### src/hdl/alc_pkg.sv
// ----------------------------------------------------------------------------
// alc_pkg
// Shared widths, coefficient tables and stage types for the lux calculator.
// ----------------------------------------------------------------------------
package alc_pkg;

   localparam int CntW     = 16;   // raw sensor count
   localparam int ScaleW   = 19;   // channel scale incl. low gain shift
   localparam int ChW      = 22;   // scaled channel value
   localparam int QW       = 11;   // ratio quotient
   localparam int RatioW   = 11;
   localparam int CoefW    = 10;
   localparam int ProdW    = 32;
   localparam int LuxW     = 17;
   localparam int CsrIdxW  = 2;
   localparam int CsrDataW = 8;
   localparam int DivSteps = QW;
   localparam int SelW     = 3;

   localparam logic [LuxW-1:0] LuxSat = 17'h10000;
   localparam logic [LuxW-1:0] LuxMax = 17'h1ffff;
   localparam logic [ProdW:0]  RoundHalf = 33'd8192;

   typedef enum logic [CsrIdxW-1:0] {
      CSR_INTEGRATION_TIME = 2'd0,
      CSR_GAIN_HIGH        = 2'd1,
      CSR_PACKAGE_CS       = 2'd2
   } csr_index_type;

   typedef enum logic [1:0] {
      INT_13MS  = 2'd0,
      INT_101MS = 2'd1,
      INT_402MS = 2'd2
   } int_time_type;

   // breakpoints k1..k7, offsets b1..b8, slopes m1..m8, row 1 is chip scale
   localparam logic [CoefW-1:0] BrkTab [2][7] = '{
      '{10'h040, 10'h080, 10'h0c0, 10'h100, 10'h138, 10'h19a, 10'h29a},
      '{10'h043, 10'h085, 10'h0c8, 10'h10a, 10'h14d, 10'h19a, 10'h29a}
   };
   localparam logic [CoefW-1:0] OffTab [2][8] = '{
      '{10'h1f2, 10'h214, 10'h23f, 10'h270, 10'h16f, 10'h0d2, 10'h018, 10'h000},
      '{10'h204, 10'h228, 10'h253, 10'h282, 10'h177, 10'h101, 10'h037, 10'h000}
   };
   localparam logic [CoefW-1:0] SlopeTab [2][8] = '{
      '{10'h1be, 10'h2d1, 10'h37b, 10'h3fe, 10'h1fc, 10'h0fb, 10'h012, 10'h000},
      '{10'h1ad, 10'h2c1, 10'h363, 10'h3df, 10'h1dd, 10'h127, 10'h02b, 10'h000}
   };

   function automatic logic [CntW-1:0] clip_limit(input logic [1:0] it);
      logic [CntW-1:0] lim;
      case (it)
         INT_13MS:  lim = 16'd4900;
         INT_101MS: lim = 16'd37000;
         default:   lim = 16'd65000;
      endcase
      return lim;
   endfunction

   function automatic logic [ScaleW-1:0] ch_scale(input logic [1:0] it, input logic gain);
      logic [14:0] base;
      case (it)
         INT_13MS:  base = 15'h7517;
         INT_101MS: base = 15'h0fe7;
         default:   base = 15'h0400;
      endcase
      return gain ? {4'b0, base} : {base, 4'b0};
   endfunction

   // one divider stage: partial remainder, quotient so far and the carried item
   typedef struct packed {
      logic [ChW-1:0] rem;
      logic [QW-1:0]  q;
      logic [ChW-1:0] ch0;
      logic [ChW-1:0] ch1;
      logic           sat;
      logic           over;
      logic           zero;
   } div_type;

endpackage

### src/hdl/alc_if.sv
// ----------------------------------------------------------------------------
// alc_if
// Valid/ready channels of the lux calculator: sample, result and csr write.
// ----------------------------------------------------------------------------
interface alc_req_if import alc_pkg::*; ();
   logic            valid;
   logic            ready;
   logic [CntW-1:0] broadband;
   logic [CntW-1:0] infrared;
   modport source(output valid, broadband, infrared, input ready);
   modport sink(input valid, broadband, infrared, output ready);
endinterface

interface alc_rsp_if import alc_pkg::*; ();
   logic            valid;
   logic            ready;
   logic [LuxW-1:0] lux;
   logic            saturated;
   modport source(output valid, lux, saturated, input ready);
   modport sink(input valid, lux, saturated, output ready);
endinterface

interface alc_csr_if import alc_pkg::*; ();
   logic                valid;
   logic                ready;
   logic [CsrIdxW-1:0]  index;
   logic [CsrDataW-1:0] wdata;
   modport source(output valid, index, wdata, input ready);
   modport sink(input valid, index, wdata, output ready);
endinterface

### src/hdl/ambient_light_lux_calculator.sv
// ----------------------------------------------------------------------------
// ambient_light_lux_calculator
// Two-channel fixed-point illuminance from broadband and infrared counts.
// ----------------------------------------------------------------------------
// Usage:
//   req_bus carries one sample item (broadband, infrared counts); rsp_bus
//   returns one result item (lux, saturated) per sample, in order.
//   csr_bus writes integration_time (index 0), gain_high (1) and
//   package_cs (2); other indexes are ignored. csr_bus.ready is always high.
//   Write configuration only while no sample is in flight.
// Timing:
//   16 register stages: input, channel scaling, eleven ratio division
//   steps (one quotient bit each), coefficient select, products, output.
//   One sample per cycle is accepted and delivered back to back while
//   rsp_bus.ready stays high.
// Stall:
//   each stage moves on when its successor is free, so bubbles squeeze out
//   and the block keeps taking samples until every stage holds an item.
//   req_bus.ready is high whenever rsp_bus.ready is high.
// Reset:
//   synchronous; empties the pipeline and restores integration_time 0,
//   gain_high 1, package_cs 0.
// ----------------------------------------------------------------------------
module ambient_light_lux_calculator import alc_pkg::*; (
   input logic  clock,
   input logic  reset,
   alc_req_if.sink   req_bus,
   alc_rsp_if.source rsp_bus,
   alc_csr_if.sink   csr_bus
);

   // configuration
   logic [1:0] int_time_ff;
   logic       gain_high_ff;
   logic       package_cs_ff;

   assign csr_bus.ready = 1'b1;

   always_ff @(posedge clock) begin
      if (reset) begin
         int_time_ff   <= INT_13MS;
         gain_high_ff  <= 1'b1;
         package_cs_ff <= 1'b0;
      end else if (csr_bus.valid) begin
         unique case (csr_bus.index)
            CSR_INTEGRATION_TIME: int_time_ff   <= csr_bus.wdata[1:0];
            CSR_GAIN_HIGH:        gain_high_ff  <= csr_bus.wdata[0];
            CSR_PACKAGE_CS:       package_cs_ff <= csr_bus.wdata[0];
            default: ;
         endcase
      end
   end

   // stage valids and advance enables
   logic            in_v_ff, sc_v_ff, sel_v_ff, mul_v_ff, out_v_ff;
   logic            div_v_ff [DivSteps];
   logic            in_en, sc_en, sel_en, mul_en, out_en;
   logic [DivSteps-1:0] div_en;

   assign out_en = !out_v_ff || rsp_bus.ready;
   assign mul_en = !mul_v_ff || out_en;
   assign sel_en = !sel_v_ff || mul_en;

   genvar j;
   generate
      for (j = 0; j < DivSteps; j++) begin : g_en
         if (j == DivSteps - 1) begin : g_last
            assign div_en[j] = !div_v_ff[j] || sel_en;
         end else begin : g_mid
            assign div_en[j] = !div_v_ff[j] || div_en[j+1];
         end
      end
   endgenerate

   assign sc_en = !sc_v_ff || div_en[0];
   assign in_en = !in_v_ff || sc_en;
   assign req_bus.ready = in_en;

   // input stage
   logic [CntW-1:0] bb_ff, ir_ff;

   always_ff @(posedge clock) begin
      if (reset) begin
         in_v_ff <= 1'b0;
      end else if (in_en) begin
         in_v_ff <= req_bus.valid;
      end
   end

   always_ff @(posedge clock) begin
      if (in_en) begin
         bb_ff <= req_bus.broadband;
         ir_ff <= req_bus.infrared;
      end
   end

   // scaling stage
   logic [CntW-1:0]        limit;
   logic [ScaleW-1:0]      scale;
   logic [CntW+ScaleW-1:0] prod0, prod1;
   logic [ChW-1:0]         ch0_ff, ch1_ff, ch0_in, ch1_in;
   logic                   sc_sat_ff, sc_sat_in;

   always_comb begin
      limit     = clip_limit(int_time_ff);
      scale     = ch_scale(int_time_ff, gain_high_ff);
      sc_sat_in = (bb_ff > limit) || (ir_ff > limit);
      prod0     = bb_ff * scale;
      prod1     = ir_ff * scale;
      // products stay below 2^32 whenever the item is not saturated
      ch0_in    = prod0[ChW+9:10];
      ch1_in    = prod1[ChW+9:10];
   end

   always_ff @(posedge clock) begin
      if (reset) begin
         sc_v_ff <= 1'b0;
      end else if (sc_en) begin
         sc_v_ff <= in_v_ff;
      end
   end

   always_ff @(posedge clock) begin
      if (sc_en) begin
         ch0_ff    <= ch0_in;
         ch1_ff    <= ch1_in;
         sc_sat_ff <= sc_sat_in;
      end
   end

   // ratio division: quotient of (ch1 << 10) / ch0 in QW bits, overflow flagged
   div_type div_init;
   div_type div_ff   [DivSteps];
   div_type div_step [DivSteps];

   always_comb begin
      div_init      = '0;
      div_init.rem  = {1'b0, ch1_ff[ChW-1:1]};
      div_init.ch0  = ch0_ff;
      div_init.ch1  = ch1_ff;
      div_init.sat  = sc_sat_ff;
      // quotient would not fit in QW bits: ratio is past every breakpoint
      div_init.over = {1'b0, ch1_ff} >= {ch0_ff, 1'b0};
      div_init.zero = ch0_ff == '0;
   end

   generate
      for (j = 0; j < DivSteps; j++) begin : g_div
         if (j == 0) begin : g_first
            alc_div_step u_step (
               .d_in    (div_init),
               .num_bit (ch1_ff[0]),
               .d_out   (div_step[j])
            );
            always_ff @(posedge clock) begin
               if (reset) begin
                  div_v_ff[j] <= 1'b0;
               end else if (div_en[j]) begin
                  div_v_ff[j] <= sc_v_ff;
               end
            end
         end else begin : g_rest
            alc_div_step u_step (
               .d_in    (div_ff[j-1]),
               .num_bit (1'b0),
               .d_out   (div_step[j])
            );
            always_ff @(posedge clock) begin
               if (reset) begin
                  div_v_ff[j] <= 1'b0;
               end else if (div_en[j]) begin
                  div_v_ff[j] <= div_v_ff[j-1];
               end
            end
         end
         always_ff @(posedge clock) begin
            if (div_en[j]) begin
               div_ff[j] <= div_step[j];
            end
         end
      end
   endgenerate

   // coefficient select
   div_type          div_last;
   logic [QW:0]      q_round;
   logic [RatioW-1:0] ratio;
   logic [SelW-1:0]  sel;
   logic [CoefW-1:0] off_ff, slope_ff, off_in, slope_in;
   logic [ChW-1:0]   sel_ch0_ff, sel_ch1_ff;
   logic             sel_sat_ff;

   assign div_last = div_ff[DivSteps-1];

   always_comb begin
      q_round = {1'b0, div_last.q} + (QW+1)'(1);
      ratio   = div_last.zero ? '0 : q_round[QW:1];
      sel     = SelW'(7);
      for (int i = 6; i >= 0; i--) begin
         if ({1'b0, ratio} <= {2'b0, BrkTab[package_cs_ff][i]}) begin
            sel = SelW'(i);
         end
      end
      if (div_last.over && !div_last.zero) begin
         sel = SelW'(7);
      end
      off_in   = OffTab[package_cs_ff][sel];
      slope_in = SlopeTab[package_cs_ff][sel];
   end

   always_ff @(posedge clock) begin
      if (reset) begin
         sel_v_ff <= 1'b0;
      end else if (sel_en) begin
         sel_v_ff <= div_v_ff[DivSteps-1];
      end
   end

   always_ff @(posedge clock) begin
      if (sel_en) begin
         off_ff     <= off_in;
         slope_ff   <= slope_in;
         sel_ch0_ff <= div_last.ch0;
         sel_ch1_ff <= div_last.ch1;
         sel_sat_ff <= div_last.sat;
      end
   end

   // products
   logic [ProdW-1:0] pos_ff, neg_ff;
   logic             mul_sat_ff;

   always_ff @(posedge clock) begin
      if (reset) begin
         mul_v_ff <= 1'b0;
      end else if (mul_en) begin
         mul_v_ff <= sel_v_ff;
      end
   end

   always_ff @(posedge clock) begin
      if (mul_en) begin
         pos_ff     <= sel_ch0_ff * off_ff;
         neg_ff     <= sel_ch1_ff * slope_ff;
         mul_sat_ff <= sel_sat_ff;
      end
   end

   // difference, rounding and output register
   logic [ProdW-1:0] diff;
   logic [ProdW:0]   rounded;
   logic [ProdW-14:0] shifted;
   logic [LuxW-1:0]  lux_ff, lux_in;
   logic             sat_ff;

   always_comb begin
      diff    = (pos_ff > neg_ff) ? pos_ff - neg_ff : '0;
      rounded = {1'b0, diff} + RoundHalf;
      shifted = rounded[ProdW:14];
      if (mul_sat_ff) begin
         lux_in = LuxSat;
      end else if (shifted > {2'b0, LuxMax}) begin
         lux_in = LuxMax;
      end else begin
         lux_in = shifted[LuxW-1:0];
      end
   end

   always_ff @(posedge clock) begin
      if (reset) begin
         out_v_ff <= 1'b0;
      end else if (out_en) begin
         out_v_ff <= mul_v_ff;
      end
   end

   always_ff @(posedge clock) begin
      if (out_en) begin
         lux_ff <= lux_in;
         sat_ff <= mul_sat_ff;
      end
   end

   assign rsp_bus.valid     = out_v_ff;
   assign rsp_bus.lux       = lux_ff;
   assign rsp_bus.saturated = sat_ff;

endmodule

### src/hdl/alc_div_step.sv
// ----------------------------------------------------------------------------
// alc_div_step
// One restoring division step: shift in a numerator bit, compare, subtract.
// ----------------------------------------------------------------------------
module alc_div_step import alc_pkg::*; (
   input  div_type d_in,
   input  logic    num_bit,
   output div_type d_out
);

   logic [ChW:0] trial;
   logic         ge;

   always_comb begin
      trial = {d_in.rem, num_bit};
      ge    = trial >= {1'b0, d_in.ch0};
      d_out = d_in;
      d_out.rem = ge ? ChW'(trial - {1'b0, d_in.ch0}) : trial[ChW-1:0];
      d_out.q   = {d_in.q[QW-2:0], ge};
   end

endmodule

### src/flat_wrapper.sv
// flat-port wrapper written by rule: the top's interface ports become plain ports
module ambient_light_lux_calculator_flat import alc_pkg::*;
  (clock, reset, req_bus_valid, req_bus_broadband, req_bus_infrared, req_bus_ready, rsp_bus_valid, rsp_bus_lux, rsp_bus_saturated, rsp_bus_ready, csr_bus_valid, csr_bus_index, csr_bus_wdata, csr_bus_ready);
  alc_req_if req_bus_i ();
  alc_rsp_if rsp_bus_i ();
  alc_csr_if csr_bus_i ();
  input logic clock;
  input logic reset;
  input wire logic [$bits(req_bus_i.valid)-1:0] req_bus_valid;
  input wire logic [$bits(req_bus_i.broadband)-1:0] req_bus_broadband;
  input wire logic [$bits(req_bus_i.infrared)-1:0] req_bus_infrared;
  output wire logic [$bits(req_bus_i.ready)-1:0] req_bus_ready;
  output wire logic [$bits(rsp_bus_i.valid)-1:0] rsp_bus_valid;
  output wire logic [$bits(rsp_bus_i.lux)-1:0] rsp_bus_lux;
  output wire logic [$bits(rsp_bus_i.saturated)-1:0] rsp_bus_saturated;
  input wire logic [$bits(rsp_bus_i.ready)-1:0] rsp_bus_ready;
  input wire logic [$bits(csr_bus_i.valid)-1:0] csr_bus_valid;
  input wire logic [$bits(csr_bus_i.index)-1:0] csr_bus_index;
  input wire logic [$bits(csr_bus_i.wdata)-1:0] csr_bus_wdata;
  output wire logic [$bits(csr_bus_i.ready)-1:0] csr_bus_ready;
  assign req_bus_i.valid = req_bus_valid;
  assign req_bus_i.broadband = req_bus_broadband;
  assign req_bus_i.infrared = req_bus_infrared;
  assign req_bus_ready = req_bus_i.ready;
  assign rsp_bus_valid = rsp_bus_i.valid;
  assign rsp_bus_lux = rsp_bus_i.lux;
  assign rsp_bus_saturated = rsp_bus_i.saturated;
  assign rsp_bus_i.ready = rsp_bus_ready;
  assign csr_bus_i.valid = csr_bus_valid;
  assign csr_bus_i.index = csr_bus_index;
  assign csr_bus_i.wdata = csr_bus_wdata;
  assign csr_bus_ready = csr_bus_i.ready;
  ambient_light_lux_calculator u_core (.clock(clock), .reset(reset), .req_bus(req_bus_i), .rsp_bus(rsp_bus_i), .csr_bus(csr_bus_i));
endmodule
### config.mk
export PLATFORM = sky130hd
export DESIGN_NAME = ambient_light_lux_calculator_flat
export DESIGN_NICKNAME = d
export VERILOG_FILES = /design/src/hdl/alc_pkg.sv /design/src/hdl/alc_if.sv /design/src/hdl/ambient_light_lux_calculator.sv /design/src/hdl/alc_div_step.sv /design/src/flat_wrapper.sv
export SDC_FILE = /design/constraint.sdc
export NUM_CORES = 2
export LEC_CHECK = 0
export BUFFER_PORTS_ARGS = -buffer_cell sky130_fd_sc_hd__buf_2
export CORE_MARGIN = 10
export CORE_UTILIZATION = 59
export CTS_CLUSTER_DIAMETER = 120
export DETAILED_ROUTE_END_ITERATION = 6
export PLACE_DENSITY = 0.81
export SYNTH_ARGS = -nofsm -noshare
export SYNTH_HDL_FRONTEND = slang
export SYNTH_SLANG_ARGS = --single-unit
### constraint.sdc
create_clock -name clock -period 7.75 [get_ports clock]
set_clock_uncertainty 0.05 [all_clocks]
set_input_delay 0.775 -clock clock [delete_from_list [all_inputs] [get_ports clock]]
set_output_delay 0.775 -clock clock [all_outputs]
set_load 0.01 [all_outputs]
==> flow_metrics.tcl <==
set metrics [dict create \
    layout-drive-gt1-share_pct 6.90 \
    grt_pass1_vias 55834 \
    async_flop_share_pct 0 \
    synth.area.mux_share_pct 1.60 \
    rows 135 \
    die_x_um 389 \
    maxSlewHeadroom_pct 18.4 \
    worstPathCellList "buf_4 -> nor2_2 -> or2_2 -> buf_4 -> nand2_1 -> fa_1 -> fa_1 -> fa_1 -> fa_1 -> inv_1 -> fa_1 -> fa_1 -> ha_1 -> and3_1 -> nand4_1 -> a31oi_1 -> a31o_2 -> o21a_1 -> o2111ai_1 -> a311oi_1 -> a21o_1 -> a21oi_1 -> xnor2_1" \
    synth_edf_count 1039 \
    crit_slowest_cell "fa_1" \
    cp_max_fo 23 \
    grt.total_usage_pct 23.6 \
    arrival_ns 8.00 \
    post_drt_via_cell_ratio 5.78 \
    hold_viol_final 0 \
    antenna_cells 0 \
    whs_ns 0.175 \
    report.final.slew_viol_count 0 \
    fin_crit_ns 7.55 \
    synth.distinct_cells 93 \
    final_common_cell "inv_1" \
    synth-compound-area-share_pct 8.52 \
    vias 52839 \
    ys.warnings.count 0 \
    crit_top_cell "fa_1" \
    finalWirelength_um 178000 \
    htree_num_levels 3 \
    synth-main-ff-cell "edfxtp_1" \
    cts_buffers 104 \
    nets 8769 \
    drc 0 \
    required_ns 8.20 \
    start_kind "flip-flop" \
    cap_viol_max_count 0 \
    layout_common_cells "1228 x inv_1, 1039 x edfxtp_1, 752 x fa_1" \
    critPathCaptureType "flip-flop" \
    grt_pass1_wl_um 289000 \
    drtAntennaViolNets 0 \
    antenna_found_initial 2 \
    synth_area_per_cell_um2 11.1 \
    critPathTopFamily "adder cells" \
    syn_to_final_growth_pct 7.41 \
    path_clk_slew_ns 0.07 \
    ctsRootBufferMaster "clkbuf_16" \
    synth_xor_area_share_pct 3.16 \
    synthCells 7251 \
    first_pass_iters 6 \
    start_util_pct 59.4 \
    final_area_mm2 0.0863 \
    post-cts-setup-buffers 0 \
    overflow 0 \
    synth_top_family_by_area "adder cells" \
    ys_seq_elements 1048 \
    min_path_type "input pin to flip-flop" \
    die_y_um 389 \
    core_area_mm2 0.135 \
    path_buf_inv 3 \
    ys_seq_area_share_pct 39.1 \
    outcome "finished clean" \
    post-dp-hpwl_um 136000 \
    path_class "flip-flop to flip-flop" \
    portBuffers 60 \
    netlist_area_mm2 0.0803 \
    max_stage_delay_ns 0.59 \
    grt_max_degree 80 \
    clock_latency_ns 0.73 \
    yosys.area_share.simple_pct 11.3 \
    drt_iter0_drc 4374 \
    die_area_mm2 0.151 \
    fillers 10002 \
    wire_per_inst_um 19.4 \
    place.gp.congestion 0.927 \
    pre_cts_slack_ns 0.170 \
    synth_fa_ha_area_share_pct 29.5 \
    placed_cell_area_mm2 0.0827 \
    clock_path_buffers 3 \
    setup_slack_ns 0.200 \
    tightest_slew_ns 1.22 \
    fin_crit_sh_pct 97.4 \
    setup_violations 0 \
    syn_nets 8739 \
    top_level_ports 68 \
    cts_tree "yes" \
    max_freq_mhz 132 \
    cts_sinks 1048 \
]
[cells in the mapped netlist (all sizes together) (13+ instances only)]
cell type / count / share of area, %
a211oi: 30 / 0.28
xor2: 118 / 1.3
edfxtp: 1039 / 39
a311oi: 13 / 0.14
inv: 1235 / 5.8
xnor2: 172 / 1.9
nand2b: 58 / 0.45
a31oi: 37 / 0.29
and3: 83 / 0.65
o21bai: 29 / 0.27
mux2: 103 / 1.4
nor4: 23 / 0.21
a21oi: 299 / 1.9
clkbuf: 201 / 0.94
nand4: 60 / 0.47
nor3: 77 / 0.48
nand3: 65 / 0.41
nor3b: 13 / 0.12
nand2: 672 / 3.1
or3: 27 / 0.21
o21a: 58 / 0.54
a21o: 158 / 1.5
ha: 689 / 11
buf: 13 / 0.12
nor2: 309 / 1.4
fa: 752 / 19
a31o: 15 / 0.16
and2: 327 / 2.6
or2: 23 / 0.18
nor2b: 66 / 0.51
o21ai: 233 / 1.5
o31ai: 28 / 0.27
a21boi: 33 / 0.31
[layer usage]
layer | global-route usage, % | part of all wire [%]
met1 | 28.3 | 39
met4 | 10.2 | 4.9
met3 | 3.76 | 6.2
met2 | 41.8 | 50
met5 | 0 | 0
[state kept, by name, indices dropped and copies added (netlist names), 17 cells and up]
register,cells
u_core.ch0_ff,22
u_core.sel_ch1_ff,22
u_core.rsp_bus.lux,17
u_core.sel_ch0_ff,22
u_core.pos_ff,32
u_core.ch1_ff,22
u_core.neg_ff,32
u_core.div_ff,803
[stage by stage]
stage          TNS, ns  util [%]  cells
2_1_floorplan        0         -   7251
5_1_grt         -0.129      63.7   9148
6_report             0      63.7   9148
3_5_place_dp         0      61.1   8956
3_3_place_gp         0      61.1   8956
4_1_cts              0      63.7   9148
[kinds of logic after synthesis]
group	after synthesis
and+or+nand+nor	1849
buffers and inverters	1449
xor gates and xnor gates	290
other	1
muxes	115
DFF	1048
AOI/OAI and AO/OA	1058
adders and majority gates	1441
[repair_timing]
action                     in CTS  in global routing
hold endpoints to repair        0                  0
resized for setup               0                 16
setup endpoints to repair       0                  6
hold buffers                    0                  0
[cell type report]
cell class | instances | area [um^2] | area share [%]
multi-input combinational | 4754 | 43600 | 50.5
tap | 1781 | 2230 | 2.58
clock buffer | 121 | 2720 | 3.15
clock inverter | 71 | 803 | 0.931
timing repair buffer | 138 | 906 | 1.05
sequential | 1048 | 31400 | 36.4
inverter | 1235 | 4640 | 5.37
[path summary, 6_finish.rpt]
path / startpoint / cells past startpoint / slack, ns / end
min: req_bus_broadband[14] / 1 / 0.17 / u_core.bb_ff[14]
min reg2reg: u_core.div_ff[8][55] / 0 / 0.37 / u_core.div_ff[9][56]
max: u_core.int_time_ff[1] / 23 / 0.20 / u_core.ch1_ff[20]
max reg2reg: u_core.int_time_ff[1] / 23 / 0.20 / u_core.ch1_ff[20]
Power is left out: the tool's default activity adds up to more than one toggle a clock period on the data nets, which glitch-free logic cannot reach.
